$ cat src/hdl/bss_pkg.sv
`timescale 1ns / 1ps

package bss_pkg;

  // largest needle and width of the haystack byte counter
  localparam int unsigned MaxNeedle  = 64;
  localparam int unsigned OffsetBits = 32;

  localparam int unsigned LenW    = $clog2(MaxNeedle + 1);
  localparam int unsigned ByteW   = 8;
  localparam int unsigned PosW    = 32;
  localparam int unsigned Symbols = 1 << ByteW;

  typedef enum logic [1:0] {
    OP_CLEAR   = 2'd0,
    OP_APPEND  = 2'd1,
    OP_HAY     = 2'd2,
    OP_RESTART = 2'd3
  } opcode_e;

  typedef enum logic [1:0] {
    ST_FOUND    = 2'd0,
    ST_NUL      = 2'd1,
    ST_LIMIT    = 2'd2,
    ST_TOO_LONG = 2'd3
  } status_e;

  // update of the per-symbol position masks, issued as a beat leaves the match stage
  typedef struct packed {
    logic                 step;
    logic                 clear;
    logic                 we;
    logic [ByteW-1:0]     addr;
    logic [MaxNeedle-1:0] data;
  } mask_wr_t;

endpackage

$ cat src/hdl/bss_matcher.sv
`timescale 1ns / 1ps

module bss_matcher import bss_pkg::*; (
  input  logic                 clk_i,
  input  logic                 rst_ni,
  input  logic                 s1_valid_i,
  input  opcode_e              s1_op_i,
  input  logic [ByteW-1:0]     s1_byte_i,
  input  logic                 s1_last_i,
  input  logic [MaxNeedle-1:0] mask_i,
  input  logic                 advance_i,
  output mask_wr_t             wr_o,
  output logic                 res_valid_o,
  output status_e              res_status_o,
  output logic [PosW-1:0]      res_pos_o
);

  logic [LenW-1:0]       len_q, len_d;
  logic                  ovf_q, ovf_d;
  logic [MaxNeedle-1:0]  pmv_q, pmv_d;
  logic [OffsetBits-1:0] off_q, off_d;
  logic                  done_q, done_d;

  logic                  step;
  logic [MaxNeedle-1:0]  pmv_next;
  logic                  hit;
  logic [OffsetBits-1:0] pos_full;

  assign step     = s1_valid_i && advance_i;
  assign pmv_next = ((pmv_q << 1) | MaxNeedle'(1)) & mask_i;
  assign hit      = |(pmv_next & (MaxNeedle'(1) << (len_q - LenW'(1))));
  assign pos_full = off_q + OffsetBits'(1) - OffsetBits'(len_q);

  always_comb begin
    len_d        = len_q;
    ovf_d        = ovf_q;
    pmv_d        = pmv_q;
    off_d        = off_q;
    done_d       = done_q;
    res_valid_o  = 1'b0;
    res_status_o = ST_FOUND;
    res_pos_o    = '0;
    wr_o.step    = step;
    wr_o.clear   = 1'b0;
    wr_o.we      = 1'b0;
    wr_o.addr    = s1_byte_i;
    wr_o.data    = mask_i | (MaxNeedle'(1) << len_q);

    case (s1_op_i)
      OP_CLEAR: begin
        len_d      = '0;
        ovf_d      = 1'b0;
        pmv_d      = '0;
        off_d      = '0;
        done_d     = 1'b0;
        wr_o.clear = step;
      end
      OP_APPEND: begin
        pmv_d  = '0;
        off_d  = '0;
        done_d = 1'b0;
        if (s1_byte_i != '0) begin
          if (len_q < LenW'(MaxNeedle)) begin
            wr_o.we = step;
            len_d   = len_q + LenW'(1);
          end else begin
            ovf_d = 1'b1;
          end
        end
      end
      OP_HAY: begin
        if (!done_q) begin
          if (ovf_q) begin
            res_valid_o  = 1'b1;
            res_status_o = ST_TOO_LONG;
          end else if (len_q == '0) begin
            res_valid_o  = 1'b1;
            res_status_o = ST_FOUND;
          end else if (s1_byte_i == '0) begin
            res_valid_o  = 1'b1;
            res_status_o = ST_NUL;
          end else begin
            pmv_d = pmv_next;
            if (hit) begin
              res_valid_o  = 1'b1;
              res_status_o = ST_FOUND;
              res_pos_o    = PosW'(pos_full);
            end else if (s1_last_i) begin
              res_valid_o  = 1'b1;
              res_status_o = ST_LIMIT;
            end else begin
              off_d = off_q + OffsetBits'(1);
            end
          end
          if (res_valid_o) begin
            done_d = 1'b1;
          end
        end
      end
      OP_RESTART: begin
        pmv_d  = '0;
        off_d  = '0;
        done_d = 1'b0;
      end
      default: begin
        done_d = done_q;
      end
    endcase
  end

  always_ff @(posedge clk_i or negedge rst_ni) begin
    if (!rst_ni) begin
      len_q  <= '0;
      ovf_q  <= 1'b0;
      pmv_q  <= '0;
      off_q  <= '0;
      done_q <= 1'b0;
    end else if (step) begin
      len_q  <= len_d;
      ovf_q  <= ovf_d;
      pmv_q  <= pmv_d;
      off_q  <= off_d;
      done_q <= done_d;
    end
  end

endmodule

$ cat config.mk
export PLATFORM = sky130hd
export DESIGN_NAME = bss_matcher
export DESIGN_NICKNAME = d
export VERILOG_FILES = /design/src/hdl/bss_pkg.sv /design/src/hdl/bss_matcher.sv
export SDC_FILE = /design/constraint.sdc
export NUM_CORES = 1
export LEC_CHECK = 0
export BUFFER_PORTS_ARGS = -buffer_cell sky130_fd_sc_hd__buf_4
export CORE_MARGIN = 8
export CORE_UTILIZATION = 60
export CTS_BUF_LIST = sky130_fd_sc_hd__clkbuf_8
export DETAILED_ROUTE_END_ITERATION = 6
export HOLD_SLACK_MARGIN = 0.08
export PLACE_DENSITY = 0.92
export SKIP_LAST_GASP = 1
export SLEW_MARGIN = 20
export SYNTH_ARGS = -nofsm -noshare
export SYNTH_HDL_FRONTEND = slang
export SYNTH_SLANG_ARGS = --single-unit
$ cat constraint.sdc
create_clock -name clk_i -period 13.2 [get_ports clk_i]
set_clock_uncertainty 0.05 [all_clocks]
set_input_delay 2.64 -clock clk_i [delete_from_list [all_inputs] [get_ports clk_i]]
set_output_delay 2.64 -clock clk_i [all_outputs]
set_load 0.02 [all_outputs]
---- Yosys cells after proc, flatten, opt, wreduce, memory -nomap -nowiden ----
Cells that the tools add are included.
word-level totals
  register bits ........................... 104
  input port bits ......................... 79
  output and inout bits ................... 110
  logic and storage cells ................. 86
cells by class
  add/sub/neg operators ................... 4
  order comparisons ....................... 1
  eq/ne operators ......................... 12
  shift-type cells ........................ 2
  multiplexer cells ....................... 47
  bitwise operators ....................... 3
  reduce and logical (&&, ||, !) cells .... 12
operator list
  kind                     count
  $mux W32                 12
  $mux W63                 4
  $and A64 B64 Y64         2
  $shl A1 B7 Y64 const A   2
  $pmux W63 S2             1
  $or A64 B64 Y64          1
  $pmux W32 S2             1
  $reduce_or A64 Y1        1
  $add A32 B1 Y32 const B  1
  $sub A32 B7 Y32          1
  $ne A2 B2 Y1 const B     9
  $mux W1                  17
  $mux W2                  7
  $mux W7                  2
  $pmux W7 S2              1
  $logic_not A8 Y1         1
  $reduce_and A4 Y1        2
  $reduce_bool A8 Y1       1
  $add A7 B1 Y7 const B    1
  $logic_not A7 Y1         1
  $lt A7 B7 Y1 const B     1
  $reduce_and A7 Y1        1
  $sub A7 B1 Y7 const B    1
  $reduce_and A5 Y1        1
  7 further kinds          9

---- Logic depth before layout (Yosys ltp) ----
Gate-level depths: netlist of the first run.
  word-level depth ........................ 13
  gate-level depth with buffers ........... 16
  gate-level depth less buffers ........... 14

---- Worst setup path before layout of the first run ----
Ideal clock, no wire load.
  kind .................................... input port to output port
  start ................................... input mask_i[33]
  end ..................................... output res_pos_o[2]
  arrival time ............................ 4.725 ns
  required time ........................... 10.510 ns
  path slack .............................. 5.785 ns
  cell stages on the path ................. 9
  buffers on the path ..................... 1
  cell sequence ........................... and3_1 -> a31oi_1 -> mux4_2 -> nor2_1 -> nor4_4 -> or2_1 -> or3_1 -> buf_2 -> nor3_1
on the way
  cells in the longest elaborated chain, start to end .. 9
ends and longest elaborated chain
  what               RTL line           RTL
  from (decl)        bss_matcher.sv:10  input logic [MaxNeedle-1:0] mask_i,
  $and A64 B64 Y64   bss_matcher.sv:30  assign pmv_next = ((pmv_q << 1) | MaxNeedle'(1)) & mask_i;
  $and A64 B64 Y64   bss_matcher.sv:31  assign hit = |(pmv_next & (MaxNeedle'(1) << (len_q - LenW'(1))));
  $reduce_or A64 Y1  bss_matcher.sv:31
  $mux W32           bss_matcher.sv:84  if (hit) begin
  $mux W32           bss_matcher.sv:79  end else if (s1_byte_i == '0) begin
  $mux W32           bss_matcher.sv:76  end else if (len_q == '0) begin
  $mux W32           bss_matcher.sv:73  if (ovf_q) begin
  $mux W32           bss_matcher.sv:72  if (!done_q) begin
  $mux W32           bss_matcher.sv:49  case (s1_op_i)
  to (decl)          bss_matcher.sv:15  output logic [PosW-1:0] res_pos_o
Every way passes these cells.

---- Worst setup path in the final report of the first run ----
  start ................................... input mask_i[18]
  end ..................................... output res_pos_o[2]
The elaborated chain is that of the path after synthesis.

==> impl_summary.log, run 1 <==
[metrics] total via count in the routed design: about 8700
[metrics] final HPWL from detailed placement: 20000 µm
[metrics] sum of negative setup slack: 0 ns
[metrics] count of cell types in the netlist: 75
[metrics] worst-case clock buffer depth: 2
[metrics] I/O pin cnt: 189
[metrics] Worst path max stage delay: between 0.7 and 0.8 ns
[metrics] number of hold violations in the final report: 0
[metrics] Setup crit start kind: input port
[metrics] number of DRC markers after the initial detailed-route iteration: 1156
[metrics] number of antenna diodes: 0
[metrics] total of buffers placed on input and output ports: approximately 190
[metrics] Via-to-Cell Ratio: roughly 6.5
[metrics] final hold slack: 0.441 ns
[metrics] Worst Path Class, Setup: in -> out
[metrics] filler cell count: 1033
[metrics] synth warn: 0
[metrics] kind of end point of the critical path: output port
[metrics] maximum number of pins on one net before global-route repair: around 130
[metrics] crit path cell chain: buf_4 -> and3_1 -> o21ai_0 -> nor3_1 -> a21oi_1 -> o2111ai_1 -> o31ai_4 -> or2_1 -> or3_2 -> nor3_1 -> buf_4
[metrics] Max Transition Viols Final: 0
[metrics] Final Cycle Share: 0.603
[metrics] clock buffer count from CTS: 9
[metrics] IR Drop Worst-Case VDD: ~0.086 mV
[metrics] die width: about 130 µm
[metrics] post-CTS setup buffers: 0
[metrics] unrepaired setup endpoints after global routing: no
[metrics] post-cts sizing count: 0
[metrics] path type of the worst min-delay path: reg -> reg
[metrics] clock transition at the registers of the reported paths: 0.10 ns
[metrics] post-detailed-route DRC marker count: 0
[metrics] Avg WL per Cell: roughly 20 µm
[metrics] Clock H-tree levels: 3
[metrics] global route overflow: 0
[metrics] post-layout min period: about 8 ns
[metrics] post-place instance area: between 9000 and 10000 µm²
[metrics] vertical extent of the die: about 130 µm
[metrics] site row count: 42
[metrics] final-stage net count: ~1300
[metrics] largest fanout of any net on the critical path: 32
[metrics] Post-synth EDFFs: 0
[metrics] TritonCTS clock tree: done
[metrics] count of state elements after synthesis: 104
[metrics] post-route antenna net violation count: 0
[metrics] Post-synth top flop: dfrtp_1
[metrics] initial antenna violation count: 0
[metrics] total leakage power: 4.12 nW
[metrics] Max Freq: approximately 130 MHz
[metrics] starting density of the core: 0.614
[metrics] max-cap check violation count: 0
[metrics] synthesized area per cell: about 8 µm²
[metrics] final cell area excluding filler cells: 9630 µm²
[metrics] clock network latency to the later pin of the worst-skew pair: around 0.4 ns
[metrics] Finish-stage setup viols: 0
[metrics] clock sink count: around 100
[metrics] share of flip-flops with an asynchronous set or reset after synthesis: 1.00
[metrics] share of synthesized area occupied by flip-flops and latches: 0.321
[metrics] first-pass detailed-route iteration total: 7
[metrics] fraction of layout instances using a drive strength above 1: 0.205
[metrics] wire length reported by the detailed router: about 27000 µm
[metrics] total power density per cell area: 115 nW/µm²
[metrics] hold-fix buffer count after cts: 0
[metrics] Data required, critical path: between 10 and 15 ns
[metrics] Synth-to-Final Area Change: 18.9%
[metrics] gr usage total: 0.304
[metrics] core area: about 13000 µm²
[metrics] global-route wire length before repair: ~44000 µm
[metrics] die footprint: around 17000 µm²
[metrics] Synthesized Nets: approximately 1100
[metrics] Mapped Area: between 8000 and 9000 µm²
[metrics] status: complete, no violations
[metrics] count of mapped cells out of synthesis: between 1000 and 1500
[metrics] GPL Wtd Cong: between 0.9 and 1
[metrics] critical path's slowest cell: or3_2
[metrics] measured slew at the worst slew-check pin: between 1 and 1.5 ns
[metrics] Root Buffer: clkbuf_8
[metrics] Critical Path AT: approximately 5.3 ns
[metrics] normalized max-slew margin: 0.234
[metrics] vias in the first global route: roughly 8600
-- cells by family (layout without fill, tap and decap cells) --
kind of cell             after synthesis  in the layout  share of synthesized area
adder cells (fa/ha/maj)               19             19                     0.0303
buffers and inverters                116            246                     0.0628
AO/OA/AOI/OAI                        265            265                      0.226
AND/OR/NAND/NOR                      465            465                      0.287
XOR/XNOR                              53             53                     0.0573
multiplexers                          10             10                     0.0155
flip-flops                           104            104                      0.321
-- power by group --
part | leakage [nW] | total (mW) | internal (mW) | switching (mW)
registers | 1.45 | 0.343 | 0.324 | 0.0194
logic | 2.57 | 0.552 | 0.199 | 0.352
clock network | 0.0985 | 0.210 | 0.0920 | 0.118
total | 4.12 | 1.11 | 0.615 | 0.490
-- state kept, by name, summed over array words and instances (netlist names) --
register and count:
ovf_q 1, off_q 32, len_q 7, pmv_q 63, done_q 1
-- cell type report --
cell class	count	area, µm²	share of cell area
Clock buffer	10	138	0.0143
Clock inverter	5	56.3	0.00585
Inverter	36	135	0.0140
Multi-Input combinational cell	812	5010	0.520
Sequential cell	104	2600	0.270
Tap cell	176	220	0.0229
Timing Repair Buffer	195	1460	0.152
-- worst max-delay path, delay by kind of cell --
family	cells	cell delay [ns]
AO/OA/AOI/OAI	4	0.70
buffers and inverters	2	0.27
AND/OR/NAND/NOR	5	1.66
-- metrics by stage --
stage          power, mW  utilization  std cells  setup WS, ns
2_1_floorplan      0.723            -       1032          5.79
3_3_place_gp       0.880        0.714       1323          5.04
3_5_place_dp       0.887        0.714       1323          4.89
4_1_cts             1.09        0.729       1338          4.88
5_1_grt             1.15        0.730       1338          4.99
6_report            1.11        0.730       1338          5.24
-- cell usage after synthesis (3+ instances only) --
cell type / number / area (µm²)
a21o_1: 49 / 368
a211oi_2: 3 / 37.5
mux2i_1: 8 / 80.1
buf_2: 15 / 75.1
dfrtp_1: 104 / 2600
nor2_1: 65 / 244
o221ai_1: 6 / 52.6
o2bb2ai_1: 3 / 26.3
o31a_1: 4 / 35.0
ha_1: 18 / 225
a31oi_1: 11 / 68.8
o22ai_1: 16 / 100
o21bai_1: 16 / 120
or4_1: 11 / 82.6
xnor2_1: 44 / 385
o2111ai_1: 4 / 35.0
buf_1: 5 / 18.8
or3_1: 16 / 100
o211ai_1: 18 / 135
nand2b_1: 4 / 25.0
and2_1: 3 / 18.8
o21a_1: 5 / 37.5
nand4_1: 19 / 119
nor2b_1: 10 / 62.6
xor2_1: 9 / 78.8
nand3_1: 123 / 616
nor4_1: 11 / 68.8
clkbuf_1: 47 / 176
buf_4: 10 / 75.1
o21ai_0: 74 / 370
a21oi_1: 18 / 90.1
and4_1: 3 / 26.3
and3_1: 6 / 37.5
nand2_1: 142 / 533
nor3_1: 34 / 170
o31ai_1: 15 / 113
inv_1: 34 / 128
-- cell usage in the layout, fill, tap and decap left out, types with 15 or more instances in the layout --
| master | count |
|---|---|
| o21bai_1 | 16 |
| xnor2_1 | 44 |
| o22ai_1 | 16 |
| nor2_1 | 65 |
| nand3_1 | 123 |
| o21ai_0 | 74 |
| nand4_1 | 19 |
| nand2_1 | 141 |
| ha_1 | 18 |
| inv_1 | 34 |
| o31ai_1 | 15 |
| a21o_1 | 49 |
| o211ai_1 | 18 |
| dfrtp_1 | 104 |
| buf_4 | 195 |
| a21oi_1 | 18 |
| or3_1 | 15 |
| nor3_1 | 34 |
-- metal layers --
layer	vias to the layer above	GRT usage	share of wire
li1	3964	-	-
met1	4077	0.374	0.39
met2	596	0.491	0.46
met3	86	0.0808	0.11
met4	0	0.133	0.034
met5	-	0	0
-- path summary, 6_finish.rpt --
path,depth (start not counted),end,start,slack (ns)
setup / recovery,11,res_pos_o[2],mask_i[18],5.24
hold / removal,2,pmv_q[57],pmv_q[57],0.44
max in group asynchronous,2,off_q[24],rst_ni,9.69
min in group asynchronous,1,pmv_q[33],rst_ni,2.20
setup reg to reg,10,off_q[5],len_q[2],7.74
hold reg to reg,2,pmv_q[57],pmv_q[57],0.44
Note: power is estimated with default switching activity, not from simulation.
==> run 2, diff against run 1 <==
- CORE_UTILIZATION: 60 -> 57
- PLACE_DENSITY: 0.92 -> 0.88
- clock period: 13.2 -> 7.37 ns (I/O delays scaled with it)
==> impl_summary.log, run 2 (synthesis gave the netlist of run 1 again) <==
[metrics] normalized max-slew margin: 0.266
[metrics] P_int: around 1.1 mW
[metrics] top library cells by usage in the layout, fill and taps aside: buf_4 (195), nand2_1 (141), nand3_1 (123), dfrtp_1 (104), o21ai_0 (74)
[metrics] sum of negative setup slack: 0 ns
[metrics] Max Transition Viols Final: 0
[metrics] part of the power in the clock network: 0.182
[metrics] Post-Place Setup Slack: 1.45 ns
[metrics] die footprint: 18300 µm²
[metrics] sequential fraction of design power: 0.315
[metrics] largest fanout of any net on the critical path: 32
[metrics] Avg WL per Cell: between 20 and 25 µm
[metrics] Clock H-tree levels: 3
[metrics] vertical extent of the die: around 140 µm
[metrics] Root Buffer: clkbuf_8
[metrics] clock buffer count from CTS: 9
[metrics] post-route antenna net violation count: 0
[metrics] Largest register FFs: 63
[metrics] wire length reported by the detailed router: ~27000 µm
[metrics] worst-case clock buffer depth: 2
[metrics] kind of end point of the critical path: output port
[metrics] Finish-stage setup viols: 0
[metrics] Data required, critical path: just under 6 ns
[metrics] clock transition at the registers of the reported paths: ~0.11 ns
[metrics] Setup crit start kind: register
[metrics] clock sink count: about 100
[metrics] unrepaired setup endpoints after global routing: no
[metrics] fraction of layout instances using a drive strength above 1: 0.203
[metrics] final-stage net count: ~1300
[metrics] IR Drop Worst-Case VDD: roughly 0.15 mV
[metrics] post-layout min period: around 6.4 ns
[metrics] registers with the most flip-flops: pmv_q: 63 flops, off_q: 32 flops, len_q: 7 flops
[metrics] Via-to-Cell Ratio: between 6 and 7
[metrics] global route overflow: 0
[metrics] site row count: 43
[metrics] Final Cycle Share: 0.874
[metrics] Synth-to-Final Area Change: 18.9%
[metrics] number of hold violations in the final report: 0
[metrics] measured slew at the worst slew-check pin: 1.09 ns
[metrics] first-pass detailed-route iteration total: 6
[metrics] initial antenna violation count: 0
[metrics] TritonCTS clock tree: done
[metrics] Critical Path AT: approximately 5 ns
[metrics] final HPWL from detailed placement: roughly 20000 µm
[metrics] total power density per cell area: roughly 200 nW/µm²
[metrics] sw frac: 0.447
[metrics] path type of the worst min-delay path: reg -> reg
[metrics] Worst Path Class, Setup: reg -> out
[metrics] commonest non-fill, non-tap cell in the layout: buf_4
[metrics] register containing the most flip-flops in the final layout: pmv_q
[metrics] total leakage power: a little over 4 nW
[metrics] fraction of power consumed by combinational cells: 0.503
[metrics] I/O pin cnt: between 150 and 200
[metrics] total via count in the routed design: between 8000 and 9000
[metrics] post-cts sizing count: 0
[metrics] vias in the first global route: roughly 8300
[metrics] die width: 135 µm
[metrics] Setup WS post-layout: between 0.9 and 1 ns
[metrics] maximum number of pins on one net before global-route repair: ~130
[metrics] clock network latency to the later pin of the worst-skew pair: between 0.4 and 0.5 ns
[metrics] starting density of the core: 0.583
[metrics] number of antenna diodes: 0
[metrics] global-route wire length before repair: 43400 µm
[metrics] total of buffers placed on input and output ports: approximately 190
[metrics] hold-fix buffer count after cts: 0
[metrics] number of DRC markers after the initial detailed-route iteration: between 900 and 1000
[metrics] core area: ~14000 µm²
[metrics] gr usage total: 0.296
[metrics] status: complete, no violations
[metrics] post-detailed-route DRC marker count: 0
[metrics] GPL Wtd Cong: slightly below 1
[metrics] post-CTS setup buffers: 0
[metrics] net switching component of the power: approximately 0.87 mW
[metrics] Max Freq: 155 MHz
[metrics] max-cap check violation count: 0
run 2: area by class of cell:
cell class	instances	area, µm²
flip-flops and latches	104	2600
fillers	1167	4260
inverters	36	135
clock buffers	12	165
well taps	180	225
repair buffers	195	1460
multi-input cells	812	5020
clock inverters	3	17.5
run 2: path summary, 6_finish.rpt:
check / startpoint / end / slack (ns) / cells after the start
max: len_q[0] / res_pos_o[2] / 0.93 / 13
min: pmv_q[28] / pmv_q[28] / 0.45 / 2
max reg2reg: len_q[0] / off_q[15] / 2.34 / 11
min reg2reg: pmv_q[28] / pmv_q[28] / 0.45 / 2
max in group asynchronous: rst_ni / off_q[15] / 5.05 / 2
min in group asynchronous: rst_ni / pmv_q[36] / 1.05 / 1
run 2: per-stage QoR:
stage	cells	util	total power, mW	hold WS, ns	area [µm²]
after global routing	1342	0.693	2.04	0.473	9630
after global placement	1327	0.679	1.56	0.411	9430
after floorplan	1032	-	1.29	0.400	8100
after CTS	1342	0.692	1.93	0.442	9610
after detailed placement	1327	0.679	1.58	0.420	9430
final	1342	0.693	1.95	0.447	9630
run 2: power by group through the flow:
stage,clock network [mW],logic [mW],registers [mW]
after detailed placement,0,0.957,0.623
after global routing,0.377,1.04,0.616
final,0.355,0.980,0.613
after floorplan,0,0.687,0.608
after CTS,0.355,0.960,0.612
after global placement,0,0.939,0.620
run 2: worst max-delay path, stage by stage, from the launching register on:
cell	delay, ns
dfrtp_1	0.64
inv_1	0.18
ha_1	0.50
nor3b_4	0.30
xnor2_1	0.88
o211ai_1	0.18
o2111ai_1	0.17
o41ai_1	0.15
nor4_4	0.58
or2_1	0.20
or3_1	0.11
buf_4	0.32
nor3_1	0.11
buf_4	0.17
run 2: routing by layer:
layer / global-route usage / part of all wire / wire [µm]
met1: 0.383 / 0.40 / 11000
met2: 0.467 / 0.46 / 12700
met3: 0.0768 / 0.11 / 2940
met4: 0.105 / 0.030 / 813
met5: 0 / 0 / 0
